File: src/rtl/core/assert_macros.svh
// Assertion macros shared by the RTL in this folder.
// Every macro expects clk_i and rst_ni in scope; checks are off during reset.
`ifndef ASSERT_MACROS_SVH
`define ASSERT_MACROS_SVH

// Property must hold at every clock edge.
`define ASSERT_ALWAYS(lbl, prop) \
  lbl: assert property (@(posedge clk_i) disable iff (!rst_ni) (prop)) \
    else $error("assertion failed");

// Same-cycle implication.
`define ASSERT_IMPLIES(lbl, ante, cons) \
  lbl: assert property (@(posedge clk_i) disable iff (!rst_ni) (ante) |-> (cons)) \
    else $error("assertion failed");

// Next-cycle implication.
`define ASSERT_NEXT(lbl, ante, cons) \
  lbl: assert property (@(posedge clk_i) disable iff (!rst_ni) (ante) |=> (cons)) \
    else $error("assertion failed");

`endif

File: src/rtl/core/r2n_pkg.sv
// Shared types, constants and helper functions for the RGB to NV21 encoder.
// No dependencies; used by every module of the block.
`timescale 1ns / 1ps

package r2n_pkg;

  localparam int DefaultMaxDimension = 4096;
  localparam int DimW                = 13;
  localparam int CfgIdxW             = 4;
  localparam int QueueDepth          = 2;

  localparam logic [DimW-1:0] FrameWidthReset  = DimW'(640);
  localparam logic [DimW-1:0] FrameHeightReset = DimW'(480);

  typedef enum logic [CfgIdxW-1:0] {
    CfgFrameWidth  = CfgIdxW'(0),
    CfgFrameHeight = CfgIdxW'(1)
  } cfg_reg_e;

  typedef struct packed {
    logic [7:0] red;
    logic [7:0] green;
    logic [7:0] blue;
  } pixel_t;

  typedef struct packed {
    logic [7:0] luma;
    logic       chroma_present;
    logic [7:0] chroma_v;
    logic [7:0] chroma_u;
    logic       end_of_frame;
  } result_t;

  // Classified item handed from the front end to the color math.
  typedef struct packed {
    pixel_t pixel;
    logic   chroma_present;
    logic   end_of_frame;
  } item_t;

  typedef struct packed {
    logic at_origin;
  } front_status_t;

  localparam int SumW = 18;
  typedef logic signed [SumW-1:0] sum_t;

  // Row order: Y, U, V; column order: R, G, B.
  localparam int Coef [9] = '{66, 129, 25, -38, -74, 112, 112, -94, -18};

  localparam sum_t RoundBias = SumW'(128);
  localparam logic signed [10:0] OffsetY = 11'sd16;
  localparam logic signed [10:0] OffsetC = 11'sd128;

  function automatic sum_t mul_coef(logic [7:0] x, int c);
    logic signed [31:0] p;
    p = $signed({24'd0, x}) * c;
    return sum_t'(p);
  endfunction

  // Floor shift by 8, add offset, clamp to a byte.
  function automatic logic [7:0] scale_clamp(sum_t s, logic signed [10:0] off);
    logic signed [10:0] v;
    v = $signed(11'(s >>> 8)) + off;
    if (v < 0) begin
      return 8'd0;
    end else if (v > 11'sd255) begin
      return 8'd255;
    end
    return v[7:0];
  endfunction

endpackage

File: src/rtl/core/r2n_front.sv
// Front end: frame size registers, column/row counters and chroma site selection.
// Depends on r2n_pkg.
`timescale 1ns / 1ps

module r2n_front #(
  parameter int MaxDimension = r2n_pkg::DefaultMaxDimension
) (
  input  logic                         clk_i,
  input  logic                         rst_ni,
  input  logic                         cfg_valid_i,
  output logic                         cfg_ready_o,
  input  logic [r2n_pkg::CfgIdxW-1:0]  cfg_index_i,
  input  logic [r2n_pkg::DimW-1:0]     cfg_data_i,
  input  logic                         in_valid_i,
  output logic                         in_ready_o,
  input  r2n_pkg::pixel_t              in_data_i,
  input  logic                         queue_ready_i,
  output logic                         push_o,
  output r2n_pkg::item_t               item_o,
  output r2n_pkg::front_status_t       status_o
);

  localparam int CW = $clog2(MaxDimension);
  localparam int EW = $clog2(MaxDimension + 1);

  logic [r2n_pkg::DimW-1:0] width_q, width_d, height_q, height_d;
  logic [CW-1:0]            col_q, col_d, row_q, row_d;
  logic [EW-1:0]            eff_w, eff_h;
  logic                     last_col, last_row, chroma;

  assign cfg_ready_o = 1'b1;
  assign in_ready_o  = queue_ready_i;
  assign push_o      = in_valid_i && queue_ready_i;

  always_comb begin
    width_d  = width_q;
    height_d = height_q;
    if (cfg_valid_i) begin
      case (cfg_index_i)
        r2n_pkg::CfgFrameWidth:  width_d  = cfg_data_i;
        r2n_pkg::CfgFrameHeight: height_d = cfg_data_i;
        default: ;
      endcase
    end
  end

  // Zero acts as one, anything above the maximum acts as the maximum.
  always_comb begin
    if (width_q == '0) begin
      eff_w = EW'(1);
    end else if (32'(width_q) > 32'(MaxDimension)) begin
      eff_w = EW'(MaxDimension);
    end else begin
      eff_w = EW'(width_q);
    end
    if (height_q == '0) begin
      eff_h = EW'(1);
    end else if (32'(height_q) > 32'(MaxDimension)) begin
      eff_h = EW'(MaxDimension);
    end else begin
      eff_h = EW'(height_q);
    end
  end

  // >= so a counter left past the end by a size change counts as last.
  assign last_col = EW'(col_q) >= (eff_w - EW'(1));
  assign last_row = EW'(row_q) >= (eff_h - EW'(1));

  // Odd rows carry no chroma; odd widths shift later even rows to odd columns.
  always_comb begin
    if (row_q[0]) begin
      chroma = 1'b0;
    end else if ((row_q == '0) || !eff_w[0]) begin
      chroma = !col_q[0];
    end else begin
      chroma = col_q[0];
    end
  end

  always_comb begin
    col_d = col_q;
    row_d = row_q;
    if (push_o) begin
      if (last_col) begin
        col_d = '0;
        row_d = last_row ? '0 : row_q + CW'(1);
      end else begin
        col_d = col_q + CW'(1);
      end
    end
  end

  always_comb begin
    item_o.pixel          = in_data_i;
    item_o.chroma_present = chroma;
    item_o.end_of_frame   = last_col && last_row;
    status_o.at_origin    = (col_q == '0) && (row_q == '0);
  end

  always_ff @(posedge clk_i or negedge rst_ni) begin
    if (!rst_ni) begin
      width_q  <= r2n_pkg::FrameWidthReset;
      height_q <= r2n_pkg::FrameHeightReset;
      col_q    <= '0;
      row_q    <= '0;
    end else begin
      width_q  <= width_d;
      height_q <= height_d;
      col_q    <= col_d;
      row_q    <= row_d;
    end
  end

endmodule

File: src/rtl/core/r2n_queue.sv
// Short item queue between the front end and the color math.
// Depends on r2n_pkg.
`timescale 1ns / 1ps

module r2n_queue (
  input  logic                                        clk_i,
  input  logic                                        rst_ni,
  input  logic                                        push_i,
  input  r2n_pkg::item_t                              item_i,
  output logic                                        ready_o,
  input  logic                                        pop_i,
  output logic                                        valid_o,
  output r2n_pkg::item_t                              item_o,
  output logic [$clog2(r2n_pkg::QueueDepth+1)-1:0]    level_o
);

  localparam int PW = $clog2(r2n_pkg::QueueDepth);
  localparam int LW = $clog2(r2n_pkg::QueueDepth + 1);

  r2n_pkg::item_t mem_q [r2n_pkg::QueueDepth];
  logic [PW-1:0]  wr_ptr_q, wr_ptr_d, rd_ptr_q, rd_ptr_d;
  logic [LW-1:0]  count_q, count_d;
  logic           push, pop;

  assign ready_o = count_q != LW'(r2n_pkg::QueueDepth);
  assign valid_o = count_q != '0;
  assign push    = push_i && ready_o;
  assign pop     = pop_i && valid_o;
  assign item_o  = mem_q[rd_ptr_q];
  assign level_o = count_q;

  always_comb begin
    wr_ptr_d = wr_ptr_q;
    rd_ptr_d = rd_ptr_q;
    if (push) begin
      wr_ptr_d = (wr_ptr_q == PW'(r2n_pkg::QueueDepth - 1)) ? '0 : wr_ptr_q + PW'(1);
    end
    if (pop) begin
      rd_ptr_d = (rd_ptr_q == PW'(r2n_pkg::QueueDepth - 1)) ? '0 : rd_ptr_q + PW'(1);
    end
    case ({push, pop})
      2'b10:   count_d = count_q + LW'(1);
      2'b01:   count_d = count_q - LW'(1);
      default: count_d = count_q;
    endcase
  end

  always_ff @(posedge clk_i or negedge rst_ni) begin
    if (!rst_ni) begin
      wr_ptr_q <= '0;
      rd_ptr_q <= '0;
      count_q  <= '0;
    end else begin
      wr_ptr_q <= wr_ptr_d;
      rd_ptr_q <= rd_ptr_d;
      count_q  <= count_d;
    end
  end

  always_ff @(posedge clk_i) begin
    if (push) begin
      mem_q[wr_ptr_q] <= item_i;
    end
  end

endmodule

File: src/rtl/core/r2n_back.sv
// Back end: BT.601 color math in two registered stages (products, then sums and clamp).
// Depends on r2n_pkg.
`timescale 1ns / 1ps

module r2n_back (
  input  logic              clk_i,
  input  logic              rst_ni,
  input  logic              in_valid_i,
  output logic              in_ready_o,
  input  r2n_pkg::item_t    item_i,
  output logic              out_valid_o,
  input  logic              out_ready_i,
  output r2n_pkg::result_t  out_data_o
);

  logic              a_valid_q, a_valid_d, b_valid_q, b_valid_d;
  logic              a_ready, b_ready, a_load, b_load;
  r2n_pkg::sum_t     prod_q [9];
  r2n_pkg::sum_t     prod_d [9];
  logic              a_chroma_q, a_eof_q;
  logic [7:0]        comp [3];
  r2n_pkg::sum_t     sum_y, sum_u, sum_v;
  r2n_pkg::result_t  res_d, res_q;

  assign b_ready    = !b_valid_q || out_ready_i;
  assign a_ready    = !a_valid_q || b_ready;
  assign in_ready_o = a_ready;
  assign a_load     = in_valid_i && a_ready;
  assign b_load     = a_valid_q && b_ready;

  assign a_valid_d = a_load ? 1'b1 : (b_load ? 1'b0 : a_valid_q);
  assign b_valid_d = b_load ? 1'b1 : (out_ready_i ? 1'b0 : b_valid_q);

  always_comb begin
    comp[0] = item_i.pixel.red;
    comp[1] = item_i.pixel.green;
    comp[2] = item_i.pixel.blue;
    for (int i = 0; i < 3; i++) begin
      for (int j = 0; j < 3; j++) begin
        prod_d[i*3+j] = r2n_pkg::mul_coef(comp[j], r2n_pkg::Coef[i*3+j]);
      end
    end
  end

  always_comb begin
    sum_y = prod_q[0] + prod_q[1] + prod_q[2] + r2n_pkg::RoundBias;
    sum_u = prod_q[3] + prod_q[4] + prod_q[5] + r2n_pkg::RoundBias;
    sum_v = prod_q[6] + prod_q[7] + prod_q[8] + r2n_pkg::RoundBias;
    res_d.luma           = r2n_pkg::scale_clamp(sum_y, r2n_pkg::OffsetY);
    res_d.chroma_present = a_chroma_q;
    res_d.chroma_v       = a_chroma_q ? r2n_pkg::scale_clamp(sum_v, r2n_pkg::OffsetC) : 8'd0;
    res_d.chroma_u       = a_chroma_q ? r2n_pkg::scale_clamp(sum_u, r2n_pkg::OffsetC) : 8'd0;
    res_d.end_of_frame   = a_eof_q;
  end

  always_ff @(posedge clk_i or negedge rst_ni) begin
    if (!rst_ni) begin
      a_valid_q <= 1'b0;
      b_valid_q <= 1'b0;
    end else begin
      a_valid_q <= a_valid_d;
      b_valid_q <= b_valid_d;
    end
  end

  always_ff @(posedge clk_i) begin
    if (a_load) begin
      prod_q     <= prod_d;
      a_chroma_q <= item_i.chroma_present;
      a_eof_q    <= item_i.end_of_frame;
    end
    if (b_load) begin
      res_q <= res_d;
    end
  end

  assign out_valid_o = b_valid_q;
  assign out_data_o  = res_q;

endmodule

File: src/rtl/core/rgb_to_nv21_pixel_encoder.sv
// RGB to NV21 pixel encoder: one RGB pixel in, one luma result (with V/U at chroma
// sites) out. Sustains one pixel per clock while out_ready_i does not hold back the
// output; each result passes through the two-entry item queue and the two-stage
// product/sum pipeline of the color math. Frame size registers may be written any
// time the block is idle; a new size takes effect once it is registered and leaves
// the position counters where they are. Depends on r2n_pkg, r2n_front, r2n_queue, r2n_back.
`timescale 1ns / 1ps
`include "assert_macros.svh"

module rgb_to_nv21_pixel_encoder #(
  parameter int MaxDimension = r2n_pkg::DefaultMaxDimension
) (
  input  logic                         clk_i,
  input  logic                         rst_ni,
  input  logic                         cfg_valid_i,
  output logic                         cfg_ready_o,
  input  logic [r2n_pkg::CfgIdxW-1:0]  cfg_index_i,
  input  logic [r2n_pkg::DimW-1:0]     cfg_data_i,
  input  logic                         in_valid_i,
  output logic                         in_ready_o,
  input  r2n_pkg::pixel_t              in_data_i,
  output logic                         out_valid_o,
  input  logic                         out_ready_i,
  output r2n_pkg::result_t             out_data_o
);

  r2n_pkg::item_t         front_item, queue_item;
  r2n_pkg::front_status_t front_status;
  logic                   queue_ready, push, queue_valid, back_ready;
  logic [$clog2(r2n_pkg::QueueDepth+1)-1:0] queue_level;
  logic                   chroma_bytes_zero;

  r2n_front #(
    .MaxDimension (MaxDimension)
  ) u_front (
    .clk_i         (clk_i),
    .rst_ni        (rst_ni),
    .cfg_valid_i   (cfg_valid_i),
    .cfg_ready_o   (cfg_ready_o),
    .cfg_index_i   (cfg_index_i),
    .cfg_data_i    (cfg_data_i),
    .in_valid_i    (in_valid_i),
    .in_ready_o    (in_ready_o),
    .in_data_i     (in_data_i),
    .queue_ready_i (queue_ready),
    .push_o        (push),
    .item_o        (front_item),
    .status_o      (front_status)
  );

  r2n_queue u_queue (
    .clk_i   (clk_i),
    .rst_ni  (rst_ni),
    .push_i  (push),
    .item_i  (front_item),
    .ready_o (queue_ready),
    .pop_i   (back_ready),
    .valid_o (queue_valid),
    .item_o  (queue_item),
    .level_o (queue_level)
  );

  r2n_back u_back (
    .clk_i       (clk_i),
    .rst_ni      (rst_ni),
    .in_valid_i  (queue_valid),
    .in_ready_o  (back_ready),
    .item_i      (queue_item),
    .out_valid_o (out_valid_o),
    .out_ready_i (out_ready_i),
    .out_data_o  (out_data_o)
  );

  assign chroma_bytes_zero = (out_data_o.chroma_v == 8'd0) && (out_data_o.chroma_u == 8'd0);

  // Counters must sit at the frame origin right after the last pixel of a frame.
  `ASSERT_NEXT(a_eof_wraps, push && front_item.end_of_frame, front_status.at_origin)
  // Non-sample pixels never carry stale chroma.
  `ASSERT_IMPLIES(a_no_chroma_zero, out_valid_o && !out_data_o.chroma_present, chroma_bytes_zero)
  `ASSERT_ALWAYS(a_queue_bound, queue_level <= r2n_pkg::QueueDepth)

endmodule
File: config.mk
export PLATFORM = sky130hd
export DESIGN_NAME = rgb_to_nv21_pixel_encoder
export DESIGN_NICKNAME = d
export VERILOG_FILES = /design/src/rtl/core/r2n_pkg.sv /design/src/rtl/core/r2n_front.sv /design/src/rtl/core/r2n_queue.sv /design/src/rtl/core/r2n_back.sv /design/src/rtl/core/rgb_to_nv21_pixel_encoder.sv
export VERILOG_INCLUDE_DIRS = /design/src /design/src/rtl/core
export SDC_FILE = /design/constraint.sdc
export NUM_CORES = 1
export LEC_CHECK = 0
export CORE_UTILIZATION = 25
export DETAILED_ROUTE_END_ITERATION = 12
export DONT_BUFFER_PORTS = 1
export PLACE_DENSITY_LB_ADDON = 0.12
export SETUP_SLACK_MARGIN = 0.5
export SYNTH_ARGS = -nofsm -noshare
export SYNTH_HDL_FRONTEND = slang
export SYNTH_HIERARCHICAL = 1
export SYNTH_SLANG_ARGS = --single-unit
export TNS_END_PERCENT = 50
File: constraint.sdc
create_clock -name clk_i -period 13.6 [get_ports clk_i]
set_clock_uncertainty 0.05 [all_clocks]
set_input_delay 0.68 -clock clk_i [delete_from_list [all_inputs] [get_ports clk_i]]
set_output_delay 0.68 -clock clk_i [all_outputs]
set_load 0.005 [all_outputs]
# After elaboration in Yosys (flattened, before gate mapping)
# Memory sizes are Yosys's and may differ from the RTL's.
# Index checks and enable logic that the tools add are counted.
# totals
output_inout_bits,29
in_bits,46
latch_bits,0
mem_count,1
regBits,233
ram_bits,52
word_cells,124
rom_bits,0
# op_classes
bitwise,0
n_eq_ne,4
shifts,0
n_div,0
order_cmp,10
n_addsub,20
reduce_logical,23
n_mul,9
mux,32
# mem_list
memory,depth,width,read_ports,rd_ports_with_merged_regs,write_ports,line_no,rtl
u_queue.mem_q,2,26,1,0,1,r2n_queue.sv:20,r2n_pkg::item_t mem_q [r2n_pkg::QueueDepth];
# ops
cell,n
adder 18 bit,6
2-to-1 mux 8 bit,9
adder 18 x 9 -> 18 bit (second input constant),3
2-to-1 mux 13 bit,4
greater-than comparator 11 x 9 -> 1 bit (second input constant),3
less-than comparator 11 x 1 -> 1 bit (second input constant),3
multiplier 9 x 7 -> 16 bit (second input constant),2
>= comparator 12 x 13 -> 1 bit,2
greater-than comparator 13 bit (second input constant),2
zero test 13 bit,2
subtractor 13 x 1 -> 13 bit (second input constant),2
adder 12 x 1 -> 12 bit (second input constant),2
2-to-1 mux 12 bit,2
adder 10 x 9 -> 11 bit (second input constant),2
multiplier 8 x 3 -> 11 bit (second input constant),2
multiplier 8 x 8 -> 16 bit (second input constant),1
2-to-1 mux 1 bit,16
multiplier 9 x 6 -> 15 bit (second input constant),1
multiplier 8 x 6 -> 14 bit (second input constant),1
multiplier 9 x 5 -> 14 bit (second input constant),1
multiplier 8 x 5 -> 13 bit (second input constant),1
zero test 12 bit,1
adder 10 x 6 -> 11 bit (second input constant),1
nonzero test 2 bit,4
13 further kinds,25

# Depth between registers and ports, before layout
# logic_depth
word_depth,8
ltp_mapped,22
ltp_nobuf,20

# By module
# The synthesis kept the hierarchy.
# modules_own_cells
module,instances,area_each_um2,seq_area_each_um2,cells_each
r2n_back,1,14138.6,4344.2,1292
r2n_front,1,3682.3,1258.7,404
r2n_queue,1,2087.0,1661.6,98

# Least setup slack after synthesis
# OpenSTA, ideal clock, no wires.
# synth_timing
path_kind,flip-flop to flip-flop
start,register u_queue.rd_ptr_q
end,register u_back/prod_q[88] in the netlist's numbering (data pin)
setup_time_ns,0.266
path_stages_with_launch,21
period_less_slack_ns,4.618
path_slack_ns,8.982
n_path_buf,2
t_arrival_ns,4.302
required_time_ns,13.284
cell_sequence,dfrtp_1 buf_6 buf_6 mux2_2 inv_1 ha_1 inv_1 ha_1 inv_1 fa_1 fa_1 inv_1 ha_1 a21o_1 a21oi_1 nor2b_1 o21a_1 nor3_1 o31ai_1 o41ai_1 xnor2_1
# synth_lines
item,line_no,rtl
from (decl),r2n_queue.sv:21,"logic [PW-1:0] wr_ptr_q, wr_ptr_d, rd_ptr_q, rd_ptr_d;"
from (signal assigned),r2n_queue.sv:55,rd_ptr_q <= rd_ptr_d;
to (signal assigned),r2n_back.sv:68,prod_q <= prod_d;
to (decl),r2n_back.sv:18,r2n_pkg::sum_t prod_q [9];

==> run summary <==
SYNTHESIS
-----------------------------------------------------------------------------------------------
Count of mapped cells out of synthesis                                                     1789
Synth warnings                                                                                6
Netlist area before placement                                                         19900 um2
Mapped Nets                                                                                2252
Mean post-synth cell area                                                              11.1 um2

HOLD PATH
-----------------------------------------------------------------------------------------------
Cell depth of the worst hold path                                                             0
Hold Path Origin                                                                   in_data_i[2]
Class of the tightest hold or removal check                                        input port to flop
Worst-case hold path end point                                                     u_queue/mem_q[0][4]

GLOBAL ROUTING
-----------------------------------------------------------------------------------------------
Total congestion overflow after global routing                                                0
All-layer global routing usage                                                            0.119
Maximum number of pins on one net before global-route repair                                 72
Initial antenna violation count                                                               1
Global-route wire length before repair                                                  73.9 mm
Number of global-route vias before repair                                                 12800

WORST SETUP PATH
-----------------------------------------------------------------------------------------------
Critical Path Source Type                                                                  flop
Register-to-register setup slack                                                        7.96 ns
Master of the slowest instance on the critical path                                sky130_fd_sc_hd__dfrtp_1
Data arrival time of the worst path                                                     5.87 ns
Required arrival time at the worst endpoint                                            13.83 ns
Cell depth of the worst flop-to-flop path                                                    18
Top fanout value on the critical path                                                        16
Crit path kind                                                                     flop to flop
Peak per-stage delay on the critical path                                               0.72 ns
Reg-to-Reg End                                                                     u_back/prod_q[88]
Cell breakdown of the critical path                                                buf_4 > mux2_2 > ha_1 > inv_1 > ha_1 > inv_1 > fa_1 > fa_1 > inv_1 > ha_1 > a21o_1 > a21oi_1 > nor2b_1 > o21a_1 > nor3_1 > o31ai_1 > o41ai_1 > xnor2_1
Type of destination of the critical path                                                   flop
FF-to-FF Start                                                                     u_queue/rd_ptr_q

LAYOUT
-----------------------------------------------------------------------------------------------
Area added between synthesis and finish                                                   11.4%
Nets                                                                                       2254
Non-filler cells in the finished layout                                                    2868
Fraction of final layout cells sized beyond drive strength 1                             0.0881
Reg area                                                                               7260 um2
Area taken by multi-input logic gates                                                 11100 um2
Final-layout fill cell count                                                               8290

FLOORPLAN
-----------------------------------------------------------------------------------------------
Std-Cell Rows                                                                               103
Total die area                                                                        80700 um2
Starting utilization of the core area                                                     0.252
Horizontal extent of the die                                                             284 um
Placeable core region                                                                 78900 um2
Die Height                                                                               284 um
I/O pin count                                                                                75

ROUTE
-----------------------------------------------------------------------------------------------
Violation count after the first detailed-route iteration                                    429
Mean number of vias per cell                                                               4.26
Routed wirelength normalized by instance count                                          16.4 um
Total DRC errors in the routed layout                                                         0
First-pass iteration count of the detailed router                                             4
Total wire length                                                                       47.1 mm
Post-DRT Antenna Nets                                                                         0
Total via count after detailed routing                                                    12200

CLOCK TREE
-----------------------------------------------------------------------------------------------
Clk sinks                                                                                   251
CTS H-Tree Depth                                                                              2
Master cell of the clock root buffer                                               sky130_fd_sc_hd__clkbuf_16
Buffers inserted by post-CTS timing repair                                                    0
CTS tree                                                                                  built
Number of buffers inserted during clock tree synthesis                                       35
Clock Tree Buf Depth                                                                          3
Skew-Pair Late Insertion Delay                                                          0.56 ns
Number of resized instances in the post-cts repair step                                       0
Clock input transition at the sequential cells of the worst setup and hold paths        0.06 ns

STA
-----------------------------------------------------------------------------------------------
Number of slew-limit violations in the final report                                           0
Final Setup Violations                                                                        0
Period utilisation layout                                                                 0.415
Min Clock Period, post-route                                                            5.64 ns
Hold violation total from the final report                                                    0
RSZ-0062 raised after global routing                                                         no
Headroom to the max-slew limit                                                            0.275
Achievable Freq                                                                         177 MHz
Sum Neg Setup Slack                                                                        0 ns
Tightest Pin Transition                                                                 1.08 ns

FLOW RUN
-----------------------------------------------------------------------------------------------
Number of max-cap violations                                                                  0

PLACE
-----------------------------------------------------------------------------------------------
Port buffer count                                                                             0
Placer congestion estimate                                                                0.779
Placed Instances                                                                           2802
Post-DP HPWL                                                                            37.8 mm

STATUS
-----------------------------------------------------------------------------------------------
Status                                                                             complete, no violations

## sequential cells by signal, indices dropped and copies added (netlist names)
register            cells
u_back/a_chroma_q       1
u_queue/rd_ptr_q        1
u_front/row_q          12
u_queue/wr_ptr_q        1
u_back/a_eof_q          1
u_front/width_q        13
u_back/out_data_o      26
u_front/col_q          12
u_front/height_q       13
u_back/prod_q         115
u_queue/mem_q          52
u_back/a_valid_q        1
u_back/out_valid_o      1
u_queue/level_o         2
## critical path: cells and delay by family, from the launching register on
kind	cells	cell delay, ns
AOI/OAI and AO/OA	5	1.12
xor gates and xnor gates	1	0.11
adders and majority gates	5	2.05
buffers and inverters	4	0.55
DFF	1	0.72
muxes	1	0.48
and+or+nand+nor	2	0.28
## area by class of cell
cell class | instances | share of cell area
Inverter | 335 | 0.0568
Multi-Input combinational cell | 1161 | 0.500
Antenna cell | 1 | 0.000113
Sequential cell | 251 | 0.328
Clock buffer | 42 | 0.0412
Timing Repair Buffer | 7 | 0.00339
Clock inverter | 21 | 0.0111
Tap cell | 1050 | 0.0593
## metrics by stage
stage | setup WS, ns | hold WS (ns) | util | cell area, um2
3_3_place_gp | 8.04 | 0.336 | 0.266 | 21000
2_1_floorplan | 8.98 | 0.334 | - | 19900
3_5_place_dp | 7.97 | 0.336 | 0.266 | 21000
5_1_grt | 7.65 | 0.132 | 0.281 | 22100
6_report | 7.96 | 0.173 | 0.281 | 22100
4_1_cts | 7.93 | 0.128 | 0.281 | 22100
## layout by cell type (no fill, tap or decap), types with 7 or more instances in the layout
cell                        instances
sky130_fd_sc_hd__fa_1              98
sky130_fd_sc_hd__xor2_1            37
sky130_fd_sc_hd__a31oi_1            8
sky130_fd_sc_hd__nand4_1           11
sky130_fd_sc_hd__and3_1            11
sky130_fd_sc_hd__edfxtp_1         195
sky130_fd_sc_hd__clkinv_2           8
sky130_fd_sc_hd__a21oi_1           74
sky130_fd_sc_hd__nor2_1            93
sky130_fd_sc_hd__inv_1            333
sky130_fd_sc_hd__nand3_1           27
sky130_fd_sc_hd__mux2_2            52
sky130_fd_sc_hd__nor3_1            23
sky130_fd_sc_hd__xnor2_1           69
sky130_fd_sc_hd__o21ai_0           57
sky130_fd_sc_hd__a21o_1            24
sky130_fd_sc_hd__nand2b_1          14
sky130_fd_sc_hd__nor2b_1           20
sky130_fd_sc_hd__a211oi_1           7
sky130_fd_sc_hd__dfrtp_1           50
sky130_fd_sc_hd__a22o_1            13
sky130_fd_sc_hd__clkbuf_16         35
sky130_fd_sc_hd__o21bai_1          16
sky130_fd_sc_hd__ha_1             319
sky130_fd_sc_hd__o21a_1            16
sky130_fd_sc_hd__nand2_1           43
## per-layer routing
| layer | global-route usage | vias up | share of wire |
|---|---|---|---|
| met1 | 0.147 | 5872 | 0.45 |
| met3 | 0.0261 | 54 | 0.038 |
| li1 | - | 6153 | - |
| met2 | 0.208 | 128 | 0.49 |
| met5 | 0 | - | 0.00038 |
| met4 | 0.0309 | 2 | 0.023 |
## worst max-delay path by stage
stage | depth (start not counted) | startpoint | slack (ns) | to
finish | 18 | u_queue/rd_ptr_q | 7.96 | u_back/prod_q[88]
global placement | 18 | u_queue/rd_ptr_q | 8.04 | u_back/prod_q[88]
CTS | 18 | u_queue/rd_ptr_q | 7.93 | u_back/prod_q[88]
floorplan | 20 | u_queue/rd_ptr_q | 8.98 | u_back/prod_q[88]
global route | 18 | u_queue/rd_ptr_q | 7.65 | u_back/prod_q[88]
detailed placement | 18 | u_queue/rd_ptr_q | 7.97 | u_back/prod_q[88]
## timing repair
item | 4_1_cts | 5_1_grt
endpoints found under the hold margin | 56 | 0
hold buffers | 2 | 0
setup endpoints to repair | 0 | 0
Power is left out: the tool's default activity adds up to more than one toggle a clock period on the data nets, which glitch-free logic cannot reach.
